`config.mk`:
```
export PLATFORM = sky130hd
export DESIGN_NAME = pgp_queue
export DESIGN_NICKNAME = d
export VERILOG_FILES = /design/src/sv/pgp_pkg.sv /design/src/sv/pgp_queue.sv
export SDC_FILE = /design/constraint.sdc
export NUM_CORES = 1
export LEC_CHECK = 0
export BUFFER_PORTS_ARGS = -buffer_cell sky130_fd_sc_hd__buf_2
export CAP_MARGIN = 20
export CORE_AREA = 3 3 60 62
export CTS_BUF_LIST = sky130_fd_sc_hd__clkbuf_8
export CTS_CLUSTER_DIAMETER = 50
export DETAILED_ROUTE_END_ITERATION = 8
export DIE_AREA = 0 0 63 65
export PLACE_DENSITY = 0.75
export SLEW_MARGIN = 20
export SYNTH_ARGS = -nofsm -noshare
export SYNTH_HDL_FRONTEND = slang
export SYNTH_SLANG_ARGS = --single-unit
```
`constraint.sdc`:
```
create_clock -name clk -period 1.84 [get_ports clk]
set_clock_uncertainty 0.15 [all_clocks]
set_input_delay 0.184 -clock clk [delete_from_list [all_inputs] [get_ports clk]]
set_output_delay 0.184 -clock clk [all_outputs]
set_load 0.02 [all_outputs]
```
`src/sv/pgp_pkg.sv`:
```
// Package for the polar Gaussian pair generator.
// Holds default widths, fixed-point constants and pipeline depths.
// No dependencies.
`default_nettype none

package pgp_pkg;

	// Default field widths.
	localparam int IN_BITS_DEF  = 16;
	localparam int OUT_BITS_DEF = 16;

	// Number of fraction bits in the base-two logarithm.
	localparam int LOG_FRAC = 24;

	// Natural logarithm of two, rounded, in Q0.32.
	localparam logic [31:0] LN2_Q32 = 32'd2977044472;

	// Width of the normalised mantissa used by the logarithm.
	localparam int NORM_W = 32;

	// Quotient bits of the ratio w^2 / r (Q.32, at most one).
	localparam int DIV_STEPS = 33;

	// Result bits of the integer square root of a 64-bit value.
	localparam int ROOT_STEPS = 32;

	// Entries in the queue between the front and the back.
	localparam int QUEUE_DEPTH = 4;

endpackage

`default_nettype wire

```
`src/sv/pgp_queue.sv`:
```
// Short first-in first-out queue between the front and the back.
// Register-based storage with a fill count; depends on pgp_pkg for its default depth.
`default_nettype none

module pgp_queue #(
	parameter int DW    = 8,
	parameter int DEPTH = pgp_pkg::QUEUE_DEPTH
) (
	input  wire           clk,
	input  wire           arst_n,
	input  wire           wr_en,
	input  wire  [DW-1:0] wdata,
	output logic          q_full,
	input  wire           rd_en,
	output logic [DW-1:0] rdata,
	output logic          q_empty
);

	localparam int PW = (DEPTH > 1) ? $clog2(DEPTH) : 1;
	localparam int CW = $clog2(DEPTH + 1);

	logic [DW-1:0] mem_q [0:DEPTH-1];
	logic [PW-1:0] wr_ptr_q;
	logic [PW-1:0] rd_ptr_q;
	logic [CW-1:0] cnt_q;
	logic          do_wr;
	logic          do_rd;

	assign q_full  = (cnt_q == CW'(DEPTH));
	assign q_empty = (cnt_q == '0);
	assign do_wr   = wr_en && !q_full;
	assign do_rd   = rd_en && !q_empty;
	assign rdata   = mem_q[rd_ptr_q];

	// Pointers and fill count.
	always_ff @(posedge clk or negedge arst_n) begin
		if (!arst_n) begin
			wr_ptr_q <= '0;
			rd_ptr_q <= '0;
			cnt_q    <= '0;
		end else begin
			if (do_wr) begin
				wr_ptr_q <= (wr_ptr_q == PW'(DEPTH - 1)) ? '0 : wr_ptr_q + 1'b1;
			end
			if (do_rd) begin
				rd_ptr_q <= (rd_ptr_q == PW'(DEPTH - 1)) ? '0 : rd_ptr_q + 1'b1;
			end
			if (do_wr && !do_rd) begin
				cnt_q <= cnt_q + 1'b1;
			end else if (do_rd && !do_wr) begin
				cnt_q <= cnt_q - 1'b1;
			end
		end
	end

	// Storage.
	always_ff @(posedge clk) begin
		if (do_wr) begin
			mem_q[wr_ptr_q] <= wdata;
		end
	end

endmodule

`default_nettype wire

```
======== Yosys cells after proc, flatten, opt, wreduce, memory -nomap -nowiden ========
Memory sizes are Yosys's and may differ from the RTL's.
Index checks and enable logic that the tools add are counted.
storage, ports and cells
  output and inout bits ................... 10
  input bits .............................. 12
  register bits ........................... 7
  word-level logic and storage cells ...... 27
  RAM bits ................................ 32
  memories kept ........................... 1
operators by class
  reductions and logical operators ........ 10
  $add $sub $neg .......................... 4
  eq/ne operators ......................... 3
  mux-type cells .......................... 6
memory list
  memory  words  bits a word  read ports  clocked after memory_dff  write ports  RTL line         source
  mem_q   4      8            1           0                         1            pgp_queue.sv:22  logic [DW-1:0] mem_q [0:DEPTH-1];
operators by type and width
  kind                                              number
  two-way mux 3 bit                                 2
  adder 2 x 1 -> 2 bit, second input constant       2
  equality test 2 bit, second input constant        2
  logical AND 1 bit                                 4
  zero test 1 bit                                   4
  two-way mux 2 bit                                 2
  adder 3 x 1 -> 3 bit, second input constant       1
  equality test 3 bit, second input constant        1
  zero test 3 bit                                   1
  subtractor 3 x 1 -> 3 bit, second input constant  1
  two-way mux 1 bit                                 2
  nonzero test 2 bit                                1

======== Logic depth before layout (Yosys ltp) ========
  depth in word-level cells ............... 7
  gate-level depth with buffers ........... 8
  mapped depth without buffers ............ 8

======== Least setup slack after synthesis ========
No wires, ideal clock.
  path kind ............................... register to register
  start ................................... reg cnt_q[0]
  end ..................................... reg cnt_q[2]
  arrival ................................. 2247 ps
  required time ........................... 1611 ps
  slack ................................... -636 ps
  buffers on the path ..................... 0
  stages on the path, launching flop included .. 9
  library setup time ...................... 79 ps
  period minus slack after synthesis ...... 2476 ps
  cell sequence ........................... dfrtp_1 -> nor3_1 -> nand2b_4 -> ha_1 -> inv_1 -> fa_1 -> xor2_1 -> nor2_1 -> xor2_1
on the way
  cells in the longest elaborated chain, start to end .. 6
  elaborated cells on any way between the ends .. 15
  those cells by class .................... 2 x add/sub; 1 x eq/ne; 2 x mux; 10 x reduce/logical
ends and longest elaborated chain
  item                                                     RTL line         source
  start, declared                                          pgp_queue.sv:25  logic [CW-1:0] cnt_q;
  start signal, assigned                                   pgp_queue.sv:49  cnt_q <= cnt_q + 1'b1;
  start signal, assigned                                   pgp_queue.sv:51  cnt_q <= cnt_q - 1'b1;
  zero test 3 bit *                                        pgp_queue.sv:30  assign q_empty = (cnt_q == '0);
  net q_empty                                              pgp_queue.sv:16  output logic q_empty
  zero test 1 bit *                                        pgp_queue.sv:32  assign do_rd = rd_en && !q_empty;
  logical AND 1 bit *                                      pgp_queue.sv:32
  zero test 1 bit                                          pgp_queue.sv:48  if (do_wr && !do_rd) begin
  logical AND 1 bit                                        pgp_queue.sv:48
  two-way mux 3 bit or nonzero test 2 bit (tied branches)  -
The timed path passes the listed nets; every way through them passes the cells marked *. The select of a mux whose other input is x is not followed.
A chain may end at the register's enable or synchronous reset.

======== Worst setup path in the final report ========
  start ................................... reg cnt_q[0]
  end ..................................... reg cnt_q[1]
on the way
  cells in the longest elaborated chain, start to end .. 6
  elaborated cells on any way between the ends .. 15
  those cells by class .................... 2 x add/sub; 1 x eq/ne; 2 x mux; 10 x reduce/logical
ends and longest elaborated chain
  item                                 RTL line         source
  equality test 3 bit *                pgp_queue.sv:29  assign q_full = (cnt_q == CW'(DEPTH));
  zero test 1 bit *                    pgp_queue.sv:31  assign do_wr = wr_en && !q_full;
  logical AND 1 bit *                  pgp_queue.sv:31
  net do_wr                            pgp_queue.sv:26  logic do_wr;
  zero test 1 bit                      pgp_queue.sv:50  end else if (do_rd && !do_wr) begin
  logical AND 1 bit                    pgp_queue.sv:50
  nonzero test 2 bit (no source line)  -
Marked as above.

==> reports/metrics.yaml <==
io_buffers: 21
yosys.area.top_type: "edfxtp_1"
muxShareOfSynthArea_pct: 15.5
cts_tree: "yes"
p_seq_share_pct: 36.8
yosys_warnings: 0
synth_edf_count: 32
synthXorXnorAreaFrac_pct: 1.62
antenna_found_initial: 0
fp.dieH_um: 65
syn-cell-area_sq_mm: 0.00162
wl_per_cell_um: 15.7
synth_top_area_share_pct: 59.4
violations: "negative setup slack"
n_fill_cell: 202
drtIter0Drc: 25
synth_cell_types: 19
p_leak_nw: 0.898
area_growth_pct: 39.5
p_per_area_mw_per_mm2: 1660
crit_path_end_kind: "register"
whs_ns: 0.111
finalWirelength_mm: 2.83
p_comb_share_pct: 45.3
crit_fanout: 4
rows: 20
cts_root_buffer: "clkbuf_8"
grt_first_pass_wirelength_mm: 4.64
drtAntennaViolNets: 0
nets: 154
netlist_top_cells_count: "edfxtp_1 (32), mux4_2 (8), dfrtp_1 (7)"
route.detailed.drc: 0
worstSetupStartpoint: "cnt_q[0]$_DFFE_PN0P_"
num_vias: 877
multi_input_area_sq_um: 492
slew_viol_final: 0
synth_top_family_by_area: "multiplexers"
synth_seq_area_share_pct: 70.2
clock_latency_ns: 0.28
synthArstFlopShare_pct: 17.9
coreArea_sq_mm: 0.00308
utilization_pct: 73.3
hpwlAfterDp_mm: 1.86
cap_violations: 0
design_area_sq_mm: 0.00226
period_needed_ns: 1.96
clkTransAtPathRegs_ns: 0.07
clockBufferDepth: 2
clock_sinks: 39
relSlewSlack_pct: 69.7
synthTopCellsByArea: "edfxtp_1 (59%), mux4_2 (11%), dfrtp_1 (11%)"
cp-start-kind: "register"
cts_buffers: 5
synth_compound_area_share_pct: 0
p_sw_share_pct: 30.3
io_pins: 22
clkPwrFrac_pct: 17.9
dr.pass1.iters: 4
netlist_instances: 79
fmax_mhz: 510
synthAdderAreaFrac_pct: 5.88
layout_setup_ws_ns: -0.122
grt-ovfl-total: 0
fp.dieArea_sq_mm: 0.00410
arrival_ns: 1.98
diodes: 0
h-tree-depth: 2
post-route-period-util_pct: 107
status: "finished, violations left"
power.switching_mw: 1.14
cp.required_ns: 1.86
grtUsageTotal_pct: 15.8
crit-reg2reg-launch: "cnt_q[0]$_DFFE_PN0P_"
placed_area_sq_mm: 0.00195
grt_max_degree: 13
synth_flop_cell: "edfxtp_1"
instances_no_fill: 180
synth-simple-area-share_pct: 5.49
setup_violations: 7
dp_cells: 158
syn-num-nets: 98
initial_core_util_pct: 52.6
die_x_um: 63
syn_avg_cell_area_sq_um: 20.5
ir_drop_uv: 864
gp_congestion: 0.639
drive_gt1_share_pct: 52.9
synth-seq-cells: 39
critPathKind: "register to register"
grt_pass1_vias: 985
hold_viol: 0
yosysMostFrequentCell: "edfxtp_1"
worst_pin_slew_ns: 0.455
rsz0062_at_grt: "true"
hold_class: "input pin to asynchronous set/reset pin"
regArea_sq_mm: 0.00114
power.internal_mw: 2.62
total_power_mw: 3.75
vias_per_cell: 4.87
## power groups by stage
stage          Clock (mW)  Combinational [mW]  Sequential, mW
4_1_cts             0.692                1.60            1.38
5_1_grt             0.727                1.83            1.41
6_report            0.672                1.70            1.38
3_5_place_dp            0                1.42            1.39
3_3_place_gp            0                1.36            1.37
2_1_floorplan           0               0.912            1.33
## worst max-delay path, stage by stage (launching register included)
cell	delay (ns)
dfrtp_2	0.45
nor3b_4	0.25
nor2b_4	0.07
ha_4	0.16
inv_2	0.05
fa_2	0.43
mux2_4	0.28
## through the flow
step / setup TNS, ns / setup slack (ns)
global route: -0.843 / -0.191
finish: -0.279 / -0.122
CTS: -0.313 / -0.115
floorplan: -0.492 / -0.261
detailed placement: -0.196 / -0.105
global placement: -0.0892 / -0.0581
## cell type report
| cell class | instances | share of cell area, % |
|---|---|---|
| Sequential cell | 39 | 50.5 |
| Multi-Input combinational cell | 35 | 21.8 |
| Timing Repair Buffer | 51 | 20.0 |
| Clock buffer | 5 | 3.05 |
| Tap cell | 44 | 2.44 |
| Clock inverter | 3 | 1.72 |
| Inverter | 3 | 0.499 |
## flip-flops by register name, summed over array words and instances, names as in the netlist
signal and count:
cnt_q 3, rd_ptr_q 2, mem_q 32, wr_ptr_q 2
## placed cells by master, fill, tap and decap left out, types with 5 or more instances in the layout
| cell | instances |
|---|---|
| edfxtp_1 | 32 |
| buf_2 | 13 |
| buf_6 | 11 |
| clkbuf_8 | 5 |
| buf_4 | 15 |
| mux2_4 | 5 |
| mux4_2 | 8 |
| dlygate4sd3_1 | 9 |
| ha_1 | 5 |
## timing repair
item,CTS,global route
hold buffers,9,0
endpoints found under the setup margin,7,10
endpoints found under the hold margin,39,0
gates resized for setup,13,9
pin swaps,4,2
buffers inserted,3,2
## final timing paths
kind | depth (start not counted) | to | slack, ns
setup / recovery | 6 | cnt_q[1]$_DFFE_PN0P_ | -0.12
setup reg to reg | 6 | cnt_q[1]$_DFFE_PN0P_ | -0.12
hold / removal | 2 | wr_ptr_q[0]$_DFFE_PN0P_ | 0.11
max in group asynchronous | 2 | cnt_q[2]$_DFFE_PN0P_ | 1.25
hold reg to reg | 1 | wr_ptr_q[1]$_DFFE_PN0P_ | 0.44
min in group clk | 4 | cnt_q[0]$_DFFE_PN0P_ | 0.20
## metal layers
layer	routed length [um]	global-route usage, %	vias to the layer above
met1	1100	16.0	438
met3	116	5.37	4
met4	46	6.06	0
met2	1570	29.5	21
li1	-	-	414
met5	0	0	-
## cells by family after synthesis
logic type               count (synthesis)
flip-flops                              39
multiplexers                            13
AND/OR/NAND/NOR                         12
adder cells (fa/ha/maj)                  7
buffers and inverters                    5
XOR/XNOR                                 3
(Power assumes the default switching activity.)
