File: src/sv/pgp_pkg.sv
// Package for the polar Gaussian pair generator.
// Holds default widths, fixed-point constants and pipeline depths.
// No dependencies.
`default_nettype none

package pgp_pkg;

	// Default field widths.
	localparam int IN_BITS_DEF  = 16;
	localparam int OUT_BITS_DEF = 16;

	// Number of fraction bits in the base-two logarithm.
	localparam int LOG_FRAC = 24;

	// Natural logarithm of two, rounded, in Q0.32.
	localparam logic [31:0] LN2_Q32 = 32'd2977044472;

	// Width of the normalised mantissa used by the logarithm.
	localparam int NORM_W = 32;

	// Quotient bits of the ratio w^2 / r (Q.32, at most one).
	localparam int DIV_STEPS = 33;

	// Result bits of the integer square root of a 64-bit value.
	localparam int ROOT_STEPS = 32;

	// Entries in the queue between the front and the back.
	localparam int QUEUE_DEPTH = 4;

endpackage

`default_nettype wire

File: src/sv/pgp_front.sv
// Front end of the polar Gaussian pair generator: accepts uniform pairs,
// squares them and drops pairs that fall outside the unit disc or on its centre.
// Depends on pgp_pkg (none of its names are needed here beyond widths).
`default_nettype none

module pgp_front #(
	parameter int IN_BITS = pgp_pkg::IN_BITS_DEF
) (
	input  wire                          clk,
	input  wire                          arst_n,
	input  wire                          push,
	output logic                         full,
	input  wire  signed [IN_BITS-1:0]    u_val,
	input  wire  signed [IN_BITS-1:0]    v_val,
	output logic                         q_push,
	output logic [3*(2*IN_BITS-1)+1:0]   q_wdata,
	input  wire                          q_full
);

	localparam int FB = 2 * (IN_BITS - 1);
	localparam int RW = FB + 1;
	localparam logic [RW:0] R_ONE = (RW + 1)'(1) << FB;

	logic                 vld_s1;
	logic [IN_BITS-1:0]   mu_s1;
	logic [IN_BITS-1:0]   mv_s1;
	logic                 un_s1;
	logic                 vn_s1;

	logic                 vld_s2;
	logic [RW-1:0]        u2_s2;
	logic [RW-1:0]        v2_s2;
	logic                 un_s2;
	logic                 vn_s2;

	logic                 accept;
	logic                 adv;
	logic                 reject;
	logic [RW:0]          r_sum;
	logic [IN_BITS-1:0]   mu_in;
	logic [IN_BITS-1:0]   mv_in;
	logic [2*IN_BITS-1:0] pu;
	logic [2*IN_BITS-1:0] pv;

	// Magnitudes of the incoming values; the most negative code maps to 2^(IN_BITS-1).
	assign mu_in = u_val[IN_BITS-1] ? (~u_val + 1'b1) : u_val;
	assign mv_in = v_val[IN_BITS-1] ? (~v_val + 1'b1) : v_val;

	// Radius test on the squared stage; rejected pairs simply vanish.
	assign r_sum  = {1'b0, u2_s2} + {1'b0, v2_s2};
	assign reject = (r_sum == '0) || (r_sum > R_ONE);
	assign q_push = vld_s2 && !reject;
	assign q_wdata = {u2_s2, v2_s2, r_sum[RW-1:0], un_s2, vn_s2};

	// Stage two moves when it is empty, when it holds a reject or when the queue has room.
	assign adv    = !vld_s2 || reject || !q_full;
	assign full   = vld_s1 && !adv;
	assign accept = push && !full;

	// Squares of the magnitudes.
	assign pu = (2 * IN_BITS)'(mu_s1) * (2 * IN_BITS)'(mu_s1);
	assign pv = (2 * IN_BITS)'(mv_s1) * (2 * IN_BITS)'(mv_s1);

	// Stage one and stage two control.
	always_ff @(posedge clk or negedge arst_n) begin
		if (!arst_n) begin
			vld_s1 <= 1'b0;
			vld_s2 <= 1'b0;
		end else begin
			if (!vld_s1 || adv) begin
				vld_s1 <= accept;
			end
			if (adv) begin
				vld_s2 <= vld_s1;
			end
		end
	end

	// Stage payloads.
	always_ff @(posedge clk) begin
		if (accept) begin
			mu_s1 <= mu_in;
			mv_s1 <= mv_in;
			un_s1 <= u_val[IN_BITS-1];
			vn_s1 <= v_val[IN_BITS-1];
		end
		if (adv && vld_s1) begin
			u2_s2 <= pu[RW-1:0];
			v2_s2 <= pv[RW-1:0];
			un_s2 <= un_s1;
			vn_s2 <= vn_s1;
		end
	end

endmodule

`default_nettype wire

File: config.mk
export PLATFORM = sky130hd
export DESIGN_NAME = pgp_front
export DESIGN_NICKNAME = d
export VERILOG_FILES = /design/src/sv/pgp_pkg.sv /design/src/sv/pgp_front.sv
export SDC_FILE = /design/constraint.sdc
export NUM_CORES = 1
export LEC_CHECK = 0
export BUFFER_PORTS_ARGS = -buffer_cell sky130_fd_sc_hd__clkbuf_2
export CAP_MARGIN = 20
export CORE_AREA = 8 8 199 201
export DETAILED_ROUTE_END_ITERATION = 8
export DIE_AREA = 0 0 207 209
export PLACE_DENSITY_LB_ADDON = 0.1
export SYNTH_ARGS = -nofsm -noshare
export SYNTH_HDL_FRONTEND = slang
export SYNTH_SLANG_ARGS = --single-unit
File: constraint.sdc
create_clock -name clk -period 12.7 [get_ports clk]
set_clock_uncertainty 0.2 [all_clocks]
set_input_delay 1.27 -clock clk [delete_from_list [all_inputs] [get_ports clk]]
set_output_delay 1.27 -clock clk [all_outputs]
set_load 0.05 [all_outputs]
# Word level (Yosys, flattened, before mapping)
# Index checks and enable logic that the tools add are counted.
# classes
bitwise_logic	2
mul	2
n_lt_le_gt_ge	1
n_mux	2
n_addsub	3
reduce_logical	15
# op_table
op	n
$mul A16 B16 Y31	2
$add A16 B1 Y16 const B	2
$add A31 B31 Y32	1
$gt A32 B31 Y1 const B	1
$logic_not A32 Y1	1
$not A16 Y16	2
$mux W15	2
$logic_not A1 Y1	6
$logic_and A1 B1 Y1	4
$logic_or A1 B1 Y1	4
# totals
out_inout_bits	97
reg_bits	100
elab_cells	37

# Longest topological paths before layout
# Gate-level depths: netlist (run 1).
# depth
ltp_word	9
mapped_depth	26

# Least setup slack after synthesis (run 1)
# Ideal clock, no wire load.
# synth_timing
path_kind	register to register
start	register mu_s1[1]
end	register u2_s2[30], data pin
period_less_slack_ns	6.623
setup_ns	0.260
stages_incl_launch_ff	27
t_arrival_ns	6.163
setup_slack_ns	6.077
cell_sequence	edfxtp_1 > clkbuf_1 > clkbuf_1 > and2_1 > fa_1 > inv_1 > fa_1 > inv_1 > fa_1 > inv_1 > fa_1 > inv_1 > fa_1 > inv_1 > fa_1 > inv_1 > ha_1 > a21o_1 > a21oi_1 > inv_1 > a21oi_1 > o21ai_0 > a221o_1 > a311o_1 > a211o_1 > a21oi_1 > xnor2_1
# synth_between
elab_chain_cells	1
# synth_rtl
element	line_no	source
from (decl)	pgp_front.sv:25	logic [IN_BITS-1:0] mu_s1;
from (signal assigned)	pgp_front.sv:82	mu_s1 <= mu_in;
$mul A16 B16 Y31	pgp_front.sv:61	assign pu = (2 * IN_BITS)'(mu_s1) * (2 * IN_BITS)'(mu_s1);
net pu[30]	pgp_front.sv:42	logic [2*IN_BITS-1:0] pu;
to (signal assigned)	pgp_front.sv:88	u2_s2 <= pu[RW-1:0];
to (decl)	pgp_front.sv:31	logic [RW-1:0] u2_s2;
# The timed path passes the listed nets, and every way through them passes these cells.
# A chain may end at the register's enable or synchronous reset.

# Final worst setup path (run 1)
# layout_timing
start	register mv_s1[9]
end	register v2_s2[29], data pin
# layout_between
elab_chain_cells	1
# layout_rtl
element	line_no	source
from (decl)	pgp_front.sv:26	logic [IN_BITS-1:0] mv_s1;
from (signal assigned)	pgp_front.sv:83	mv_s1 <= mv_in;
$mul A16 B16 Y31	pgp_front.sv:62	assign pv = (2 * IN_BITS)'(mv_s1) * (2 * IN_BITS)'(mv_s1);
net pv[29]	pgp_front.sv:43	logic [2*IN_BITS-1:0] pv;
to (signal assigned)	pgp_front.sv:89	v2_s2 <= pv[RW-1:0];
to (decl)	pgp_front.sv:32	logic [RW-1:0] v2_s2;
# The timed path passes the listed nets, and every way through them passes these cells.

==> summary.md, run 1 <==
| Metric | Value |
|---|---|
| Status | finished, final reports clean |
| Cts hold-fix bufs | 0 |
| Setup repair bufs after CTS | 0 |
| Global placement routability congestion | 0.908 |
| Reg clk slew, reported paths | 0.08 ns |
| Register bit count reported by yosys | 98 |
| Starting DRT DRC Count | 799 |
| Cts repair resizes | 0 |
| TritonCTS clock tree | built |
| Fmax | 136 MHz |
| Clk_lat worst skew | 0.38 ns |
| Commonest non-fill, non-tap cells in the layout | inv_1, fa_1, ha_1, nand2_1, clkbuf_2 |
| Final ANT Viol Nets | 0 |
| GRT Total Usage | 22.7% |
| Slew of the pin with the lowest slew margin | 0.932 ns |
| Seq/Total Area, Yosys | 14.9% |
| HP Class | reg -> reg |
| DRT Pass-1 Iters | 5 |
| Root Buffer | clkbuf_16 |
| Relative slew slack | 36.3% |
| Critical Path RT | 12.63 ns |
| Max-Cap Viols | 0 |
| Max Slew Vio Count | 0 |
| Mean Syn Cell Area | 9.45 sq um |
| Layout cells sized above 1 | 8.36% |
| Fraction of registers with async set/reset | 2.04% |
| Fill count | 3,298 |
| IO Pins | 133 |
| Hpwl dp | 40,400 um |
| Die W | 207 um |
| Initial antenna violation count | 0 |
| Antenna cells | 0 |
| Hold Fails Final Rpt | 0 |
| Crit Path Max Fanout | 17 |
| Final min period | 7.35 ns |
| EDFF count, synth | 96 |
| Largest area contributor in the netlist | fa_1 |
| CTS Buffer Depth | 2 |
| Fin nets | 2,762 |
| Placed cell count | 2,630 |
| Worst setup SP type | register |
| Largest net degree at the start of global routing | 61 |
| Die Area | 43,300 sq um |
| Via density | 5.45 |
| Cell count after synthesis | 2,080 |
| Distinct cells, synth | 81 |
| WL final | 47,200 um |
| Via count | 14,400 |
| Non-filler cells, final | 2,646 |
| Post-layout util | 57.9% |
| Hold_ws | 0.226 ns |
| Row Count | 70 |
| Most common cell after layout, fill and taps aside | inv_1 |
| Unrepaired setup endpoints after global routing | false |
| I/O Buffers | 130 |
| Main synth FF type | edfxtp_1 |
| CP Capture Type | register |
| Routed WL per cell | 17.8 um |
| Setup CP Type | reg -> reg |
| Total CTS buffers | 9 |
| Largest cells by area after synthesis | fa_1, edfxtp_1, ha_1, inv_1, xnor2_1 |
| Setup TNS | 0 ns |
| Final setup violation count | 0 |
| Synth top area share | 33.0% |
| Core area | 36,300 sq um |
| Clock Sinks | 98 |
| Cell Area, Synth | 19,700 sq um |
| Htree depth | 3 |
| Vias in the first global route | 15,500 |
| Critical path arrival | 7.27 ns |
| Starting Density | 54.2% |
| First-pass GRT wire length | 78,800 um |
| DRC viols | 0 |
| Final worst path period share | 57.9% |
| Layout area overhead | 6.81% |
| Grt ovf | 0 |
| Warnings from Yosys | 0 |
| Die Y | 209 um |
[layout make-up]
class	instances	area [sq um]	share of cell area (%)
inverters	501	1880	8.95
flip-flops and latches	98	2930	14.0
clock buffers	10	229	1.09
well taps	468	586	2.79
multi-input cells	1431	14600	69.7
clock inverters	6	72.6	0.346
repair buffers	132	666	3.17
[logic make-up after synthesis]
group	Yosys count	synth area share, %
adder cells (fa/ha/maj)	553	47.6
buffers and inverters	552	10.7
AND/OR/NAND/NOR	491	12.3
AO/OA/AOI/OAI	266	9.21
XOR/XNOR	114	5.08
flip-flops	98	14.9
multiplexers	5	0.267
other	1	0.0191
[metal layers]
metal  routed length, um  vias up  GRT usage [%]
met5                   0        -              0
met3                3320       49           4.58
met2               21700      420           36.8
li1                    -     6752              -
met4                1250        0           6.75
met1               20900     7189           30.5
[critical path, cell delays in order (launching register included)]
cell and delay, ns:
edfxtp_1 0.67, and2_1 0.31, fa_1 0.50, inv_1 0.05, fa_1 0.54, inv_1 0.06, fa_1 0.50, inv_1 0.06
fa_1 0.52, inv_1 0.04, fa_1 0.47, inv_1 0.05, fa_1 0.47, inv_1 0.04, ha_1 0.32, a21o_1 0.20
a21oi_1 0.14, o21ai_1 0.17, a2111oi_0 0.90, nor3_1 0.17, nand3b_1 0.23, a31o_2 0.24, a21oi_1 0.16, xnor2_1 0.08
[Yosys cell counts (23+ instances only)]
master	instances
nand2_1	187
inv_1	501
edfxtp_1	96
clkbuf_1	42
xnor2_1	88
nor2_1	80
and2_1	95
a21oi_1	75
fa_1	324
ha_1	229
nand3_1	23
xor2_1	26
o21ai_0	35
a21o_1	36
[stage by stage]
step	worst slack, ns	instance area (sq um)
4_1_cts	5.31	21000
3_3_place_gp	5.37	20700
3_5_place_dp	5.31	20700
2_1_floorplan	6.08	19700
5_1_grt	4.84	21000
6_report	5.35	21000
[final timing paths]
kind,from,to,slack [ns],depth (start not counted)
worst max-delay path,mv_s1[9],v2_s2[29],5.35,23
worst min-delay path,vn_s1,vn_s2,0.23,0
worst max register to register,mv_s1[9],v2_s2[29],5.35,23
min in group asynchronous,arst_n,vld_s2,0.48,1
worst min register to register,vn_s1,vn_s2,0.23,0
max in group asynchronous,arst_n,vld_s1,11.72,1
[registers in the layout (all words and copies together), names as in the netlist]
register / cells
un_s2: 1
vld_s2: 1
mv_s1: 16
vld_s1: 1
un_s1: 1
mu_s1: 16
vn_s2: 1
u2_s2: 30
v2_s2: 30
vn_s1: 1
Power of run 1 is left out: the tool's default activity adds up to more than one toggle a clock period on the data nets, which glitch-free logic cannot reach.
==> run 2, diff against run 1 <==
- ABC_AREA: unset -> 1
- CORE_AREA: 8 8 199 201 -> 8 8 204 206
- DIE_AREA: 0 0 207 209 -> 0 0 212 214
- clock period: 12.7 -> 6.75 ns (I/O delays scaled with it)
==> summary.md, run 2 <==
| Metric | Value |
|---|---|
| EDFF count, synth | 96 (unchanged) |
| Commonest non-fill, non-tap cells in the layout | inv_1, nand2_1, fa_1, ha_1, clkbuf_2 (was inv_1, fa_1, ha_1, nand2_1, clkbuf_2) |
| Htree depth | 3 (unchanged) |
| Worst setup SP type | register (unchanged) |
| Worst r2r src | mu_s1[10] (was mv_s1[9]) |
| Critical path, cell by cell | nand2_1, fa_1, fa_1, inv_1, fa_1, fa_1, fa_1, inv_1, fa_1, inv_1, ha_1, a21oi_1, o21ai_0, a21oi_1, o21ai_0, a21oi_1, o21ai_0, xor2_1 (was and2_1, fa_1, inv_1, fa_1, inv_1, fa_1, inv_1, fa_1, inv_1, fa_1, inv_1, fa_1, inv_1, ha_1, a21o_1, a21oi_1, o21ai_1, a2111oi_0, nor3_1, nand3b_1, a31o_2, a21oi_1, xnor2_1) |
| Hpwl dp | 42,600 um (was 40,400 um) |
| Simple-gate share of the synthesized area | 17.3% (was 12.3%) |
| Main synth FF type | edfxtp_1 (unchanged) |
| CTS Buffer Depth | 2 (unchanged) |
| Cell count after synthesis | 2,611 (was 2,080) |
| Slew of the pin with the lowest slew margin | 0.836 ns (was 0.932 ns) |
| Setup TNS | 0 ns (unchanged) |
| Grt ovf | 0 (unchanged) |
| Die Area | 45,400 sq um (was 43,300 sq um) |
| Regs by FF count | u2_s2 x30, v2_s2 x30 (unchanged) |
| Critical path arrival | 6.30 ns (was 7.27 ns) |
| Global placement routability congestion | 0.898 (was 0.908) |
| Distinct cells, synth | 42 (was 81) |
| HP Class | reg -> reg (unchanged) |
| Most frequent cell after synthesis | inv_1 (unchanged) |
| DRT Pass-1 Iters | 9 (was 5) |
| Fin nets | 3,313 (was 2,762) |
| Warnings from Yosys | 0 (unchanged) |
| Largest family of logic cells by synthesized area | adder cells (unchanged) |
| TritonCTS clock tree | built (unchanged) |
| Root Buffer | clkbuf_16 (unchanged) |
| Largest net degree at the start of global routing | 36 (was 61) |
| Via count | 16,300 (was 14,400) |
| R2R cell count | 18 (was 23) |
| Max-Cap Viols | 0 (unchanged) |
| Layout area overhead | 7.63% (was 6.81%) |
| Most common cell after layout, fill and taps aside | inv_1 (unchanged) |
| CP most frequent cell | fa_1 |
| Core area | 38,300 sq um (was 36,300 sq um) |
| First-pass GRT wire length | 82,500 um (was 78,800 um) |
| Fill count | 3,643 (was 3,298) |
| R2R Path End | u2_s2[24] (was v2_s2[29]) |
| GRT Total Usage | 22.6% (was 22.7%) |
| Antenna cells | 0 (unchanged) |
| Final ANT Viol Nets | 0 (unchanged) |
| Final min period | 6.37 ns (was 7.35 ns) |
| Die W | 212 um (was 207 um) |
| Crit path launch | mu_s1[10] (was mv_s1[9]) |
| Clock Sinks | 98 (unchanged) |
| Row Count | 72 (was 70) |
| Post-synthesis mux area share | 0% (was 0.267%) |
| CP max stage cell | edfxtp_1 (was a2111oi_0) |
| CP peak stage delay | 0.83 ns (was 0.90 ns) |
| Hold Crit Start | un_s1 (was vn_s1) |
| Xor/xnor share of the synthesized area | 4.42% (was 5.08%) |
| Largest cells by area after synthesis | fa_1, edfxtp_1, ha_1, inv_1, nand2_1 (was fa_1, edfxtp_1, ha_1, inv_1, xnor2_1) |
| Critical Path RT | 6.67 ns (was 12.63 ns) |
| Starting DRT DRC Count | 913 (was 799) |
| Register bit count reported by yosys | 98 (unchanged) |
| Mean Syn Cell Area | 7.96 sq um (was 9.45 sq um) |
| Crit Path Max Fanout | 16 (was 17) |
| I/O Buffers | 130 (unchanged) |
| Cell Area, Synth | 20,800 sq um (was 19,700 sq um) |
| Max Slew Vio Count | 0 (unchanged) |
| Largest area contributor in the netlist | fa_1 (unchanged) |
| Status | finished, final reports clean (unchanged) |
| Setup CP Type | reg -> reg (unchanged) |
| Final worst path period share | 94.4% (was 57.9%) |
| Buf/Inv on CP | 3 (was 6) |
| IO Pins | 133 (unchanged) |
| Adder-cell share of the synthesized area | 45.0% (was 47.6%) |
| Unrepaired setup endpoints after global routing | false (unchanged) |
| Worst path top cell family by delay | adder cells (unchanged) |
| Fraction of registers with async set/reset | 2.04% (unchanged) |
| Reg clk slew, reported paths | 0.07 ns (was 0.08 ns) |
| Min-Delay Endpoint | un_s2 (was vn_s2) |
| Cts repair resizes | 0 (unchanged) |
| Hold Path Depth | 0 (unchanged) |
| Compound-cell area share of the yosys netlist | 4.18% (was 9.21%) |
| Relative slew slack | 44.2% (was 36.3%) |
| Final setup violation count | 0 (unchanged) |
| R2R Setup Slk | 0.38 ns (was 5.35 ns) |
| Initial antenna violation count | 0 (unchanged) |
| Layout cells sized above 1 | 8.02% (was 8.36%) |
| Fmax | 157 MHz (was 136 MHz) |
| Routed WL per cell | 15.0 um (was 17.8 um) |
| Total CTS buffers | 9 (unchanged) |
| DRC viols | 0 (unchanged) |
| Starting Density | 54.3% (was 54.2%) |
| Vias in the first global route | 17,300 (was 15,500) |
| Via density | 5.02 (was 5.45) |
| CP Capture Type | register (unchanged) |
| Die Y | 214 um (was 209 um) |
| Most instantiated cells after synthesis | inv_1, nand2_1, fa_1 (was inv_1, fa_1, ha_1) |
| Synth top area share | 31.2% (was 33.0%) |
| WL final | 48,800 um (was 47,200 um) |
| Hold Fails Final Rpt | 0 (unchanged) |
| Clk_lat worst skew | 0.38 ns (about the same) |
| Seq/Total Area, Yosys | 14.1% (was 14.9%) |
==> run 2: how the worst max path moves through the flow <==
stage | to | slack (ns) | cells past startpoint
detailed placement | u2_s2[24] | 0.36 | 18
CTS | v2_s2[19] | 0.34 | 20
finish | u2_s2[24] | 0.38 | 18
global placement | u2_s2[24] | 0.44 | 18
global route | v2_s2[19] | 0.005 | 20
floorplan | u2_s2[24] | 0.83 | 20
==> run 2: per-stage QoR <==
step	setup WS, ns	util, %	std cells	cell area [sq um]	hold WS [ns]
2_1_floorplan	0.833	-	2612	20800	0.179
3_3_place_gp	0.442	57.5	3222	22000	0.204
3_5_place_dp	0.364	57.5	3222	22000	0.220
4_1_cts	0.341	58.3	3239	22300	0.218
5_1_grt	0.00547	58.4	3247	22400	0.226
6_report	0.378	58.4	3247	22400	0.221
==> run 2: repair_timing <==
action                     CTS  global route
hold endpoints to repair     2             0
hold buffers                 1             0
setup buffers                0             8
setup endpoints to repair    0             2
==> run 2: final cells by class <==
class	instances	area (sq um)	share of cell area [%]
Multi-Input combinational cell	1688	14700	65.9
Sequential cell	98	2930	13.1
Inverter	767	2880	12.9
Timing Repair Buffer	160	878	3.93
Tap cell	518	648	2.90
Clock buffer	10	229	1.02
Clock inverter	6	63.8	0.285
==> run 2: kinds of logic after synthesis <==
family                     after synthesis
and+or+nand+nor                        870
buffers and inverters                  826
adders and majority gates              553
AOI/OAI and AO/OA                      158
xor gates and xnor gates               105
DFF                                     98
other                                    1
==> run 2: metal layers <==
metal  up-vias  wire length (um)  GRT usage [%]
met2       439             23400           38.7
met5         -                 0              0
li1       7939                 -              -
met1      7860             21300           28.9
met3        55              2920           3.70
met4         0              1150           6.60
Power of run 2 is left out for the same reason.
==> run 3, diff against run 2 <==
- ABC_AREA: 1 -> unset
- CORE_AREA: 8 8 204 206 -> 8 8 199 201
- DIE_AREA: 0 0 212 214 -> 0 0 207 209
==> summary.md, run 3 (synthesized netlist as in run 1, its figures left out) <==
| Metric | Value |
|---|---|
| R2R Path End | u2_s2[21] (was u2_s2[24]) |
| Clock Sinks | 98 (unchanged) |
| Global placement routability congestion | 0.898 (unchanged) |
| R2R cell count | 24 (was 18) |
| Antenna cells | 0 (unchanged) |
| Min-Delay Endpoint | vn_s2 (was un_s2) |
| Final min period | 6.51 ns (was 6.37 ns) |
| Setup CP Type | reg -> reg (unchanged) |
| Layout area overhead | 10.6% (was 7.63%) |
| Regs by FF count | u2_s2 x30, v2_s2 x30 (unchanged) |
| Worst setup SP type | register (unchanged) |
| Fill count | 3,225 (was 3,643) |
| Hold Path Depth | 0 (unchanged) |
| TritonCTS clock tree | built (unchanged) |
| Fmax | 154 MHz (was 157 MHz) |
| HP Class | reg -> reg (unchanged) |
| Starting Density | 54.2% (was 54.3%) |
| R2R Setup Slk | 0.24 ns (was 0.38 ns) |
| CP Capture Type | register (unchanged) |
| Starting DRT DRC Count | 702 (was 913) |
| Max-Cap Viols | 0 (unchanged) |
| Root Buffer | clkbuf_16 (unchanged) |
| Critical path arrival | 6.44 ns (was 6.30 ns) |
| Hold Fails Final Rpt | 0 (unchanged) |
| Commonest non-fill, non-tap cells in the layout | inv_1, fa_1, ha_1, nand2_1, clkbuf_2 (was inv_1, nand2_1, fa_1, ha_1, clkbuf_2) |
| Slew of the pin with the lowest slew margin | 0.650 ns (was 0.836 ns) |
| Core area | 36,300 sq um (was 38,300 sq um) |
| Reg clk slew, reported paths | 0.07 ns (about the same) |
| Worst r2r src | mu_s1[9] (was mu_s1[10]) |
| Die W | 207 um (was 212 um) |
| DRT Pass-1 Iters | 6 (was 9) |
| Max Slew Vio Count | 0 (unchanged) |
| Htree depth | 3 (unchanged) |
| Hold Crit Start | vn_s1 (was un_s1) |
| Total CTS buffers | 9 (unchanged) |
| Setup TNS | 0 ns (unchanged) |
| Layout cells sized above 1 | 12.3% (was 8.02%) |
| Relative slew slack | 56.4% (was 44.2%) |
| WL final | 48,200 um (was 48,800 um) |
| Largest net degree at the start of global routing | 32 (was 36) |
| Routed WL per cell | 17.7 um (was 15.0 um) |
| Status | finished, final reports clean (unchanged) |
| Fin nets | 2,840 (was 3,313) |
| I/O Buffers | 130 (unchanged) |
| First-pass GRT wire length | 79,700 um (was 82,500 um) |
| Die Y | 209 um (was 214 um) |
| Final setup violation count | 0 (unchanged) |
| Row Count | 70 (was 72) |
| Grt ovf | 0 (unchanged) |
| Vias in the first global route | 15,800 (was 17,300) |
| Crit Path Max Fanout | 16 (unchanged) |
| Most common cell after layout, fill and taps aside | inv_1 (unchanged) |
| Die Area | 43,300 sq um (was 45,400 sq um) |
| Final worst path period share | 96.5% (was 94.4%) |
| DRC viols | 0 (unchanged) |
| Via density | 5.42 (was 5.02) |
| Final ANT Viol Nets | 0 (unchanged) |
| Crit path launch | mu_s1[9] (was mu_s1[10]) |
| Critical Path RT | 6.67 ns (about the same) |
| Hpwl dp | 42,000 um (was 42,600 um) |
| IO Pins | 133 (unchanged) |
| Clk_lat worst skew | 0.37 ns (was 0.38 ns) |
| Initial antenna violation count | 0 (unchanged) |
| CTS Buffer Depth | 2 (unchanged) |
| Via count | 14,800 (was 16,300) |
| GRT Total Usage | 23.0% (was 22.6%) |
-- run 3: changes by cell type in the layout (fill, tap and decap cells not counted), moves of 34 or more --
cell,before,now
xnor2_1,45,88
a21o_1,1,36
xor2_1,60,26
nand2_1,606,185
nor2_1,115,79
nand3_1,58,22
and2_1,4,92
inv_1,758,501
buf_4,29,66
-- run 3: metal layers --
| layer | GRT usage, % | vias up | routed length (um) |
|---|---|---|---|
| met5 | 0 | - | 0 |
| met4 | 6.24 | 0 | 1170 |
| met3 | 5.07 | 51 | 3000 |
| met2 | 36.4 | 373 | 21700 |
| met1 | 31.6 | 7426 | 22400 |
| li1 | - | 6918 | - |
-- run 3: worst max path at each step --
stage / endpoint
2_1_floorplan: u2_s2[30]
3_3_place_gp: u2_s2[30]
3_5_place_dp: u2_s2[21]
4_1_cts: v2_s2[29]
5_1_grt: v2_s2[30]
6_report: u2_s2[21]
-- run 3: final cells by class --
| cell class | count | area (sq um) | area share, % |
|---|---|---|---|
| Clock buffer | 12 | 246 | 1.13 |
| Tap cell | 468 | 586 | 2.69 |
| Inverter | 501 | 1880 | 8.65 |
| Clock inverter | 4 | 51.3 | 0.236 |
| Sequential cell | 98 | 2930 | 13.5 |
| Timing Repair Buffer | 210 | 1310 | 6.01 |
| Multi-Input combinational cell | 1431 | 14700 | 67.8 |
-- run 3: worst max-delay path: stages, from the launching register on --
cell and delay [ns]:
edfxtp_1 0.41, buf_12 0.17, and2_1 0.19, inv_1 0.07
fa_1 0.49, inv_1 0.07, fa_1 0.50, inv_1 0.05
fa_1 0.53, inv_1 0.05, fa_1 0.46, fa_1 0.49
inv_1 0.05, fa_1 0.47, inv_1 0.04, ha_1 0.28
a21o_1 0.16, a21o_1 0.18, a21oi_2 0.17, nand3b_1 0.09
o21a_2 0.26, a21o_1 0.23, a221o_1 0.33, a21o_1 0.18
xor2_1 0.14
-- run 3: stage by stage --
step           util (%)  cells  setup slack [ns]  hold WS, ns  cell area, sq um
6_report           60.0   2724             0.236        0.233             21700
3_5_place_dp       58.4   2694            0.0374        0.213             21200
2_1_floorplan         -   2081             0.127        0.179             19700
5_1_grt            60.0   2724          -0.00374        0.245             21700
4_1_cts            59.3   2711            0.0119        0.235             21500
3_3_place_gp       58.4   2694             0.161        0.214             21200
-- run 3: repair_timing --
item                       4_1_cts  5_1_grt
gates resized for setup          0       38
hold buffers                     1        0
buffers inserted                 0       13
setup endpoints to repair        0       13
hold endpoints to repair         2        0
Power of run 3 is left out for the same reason.
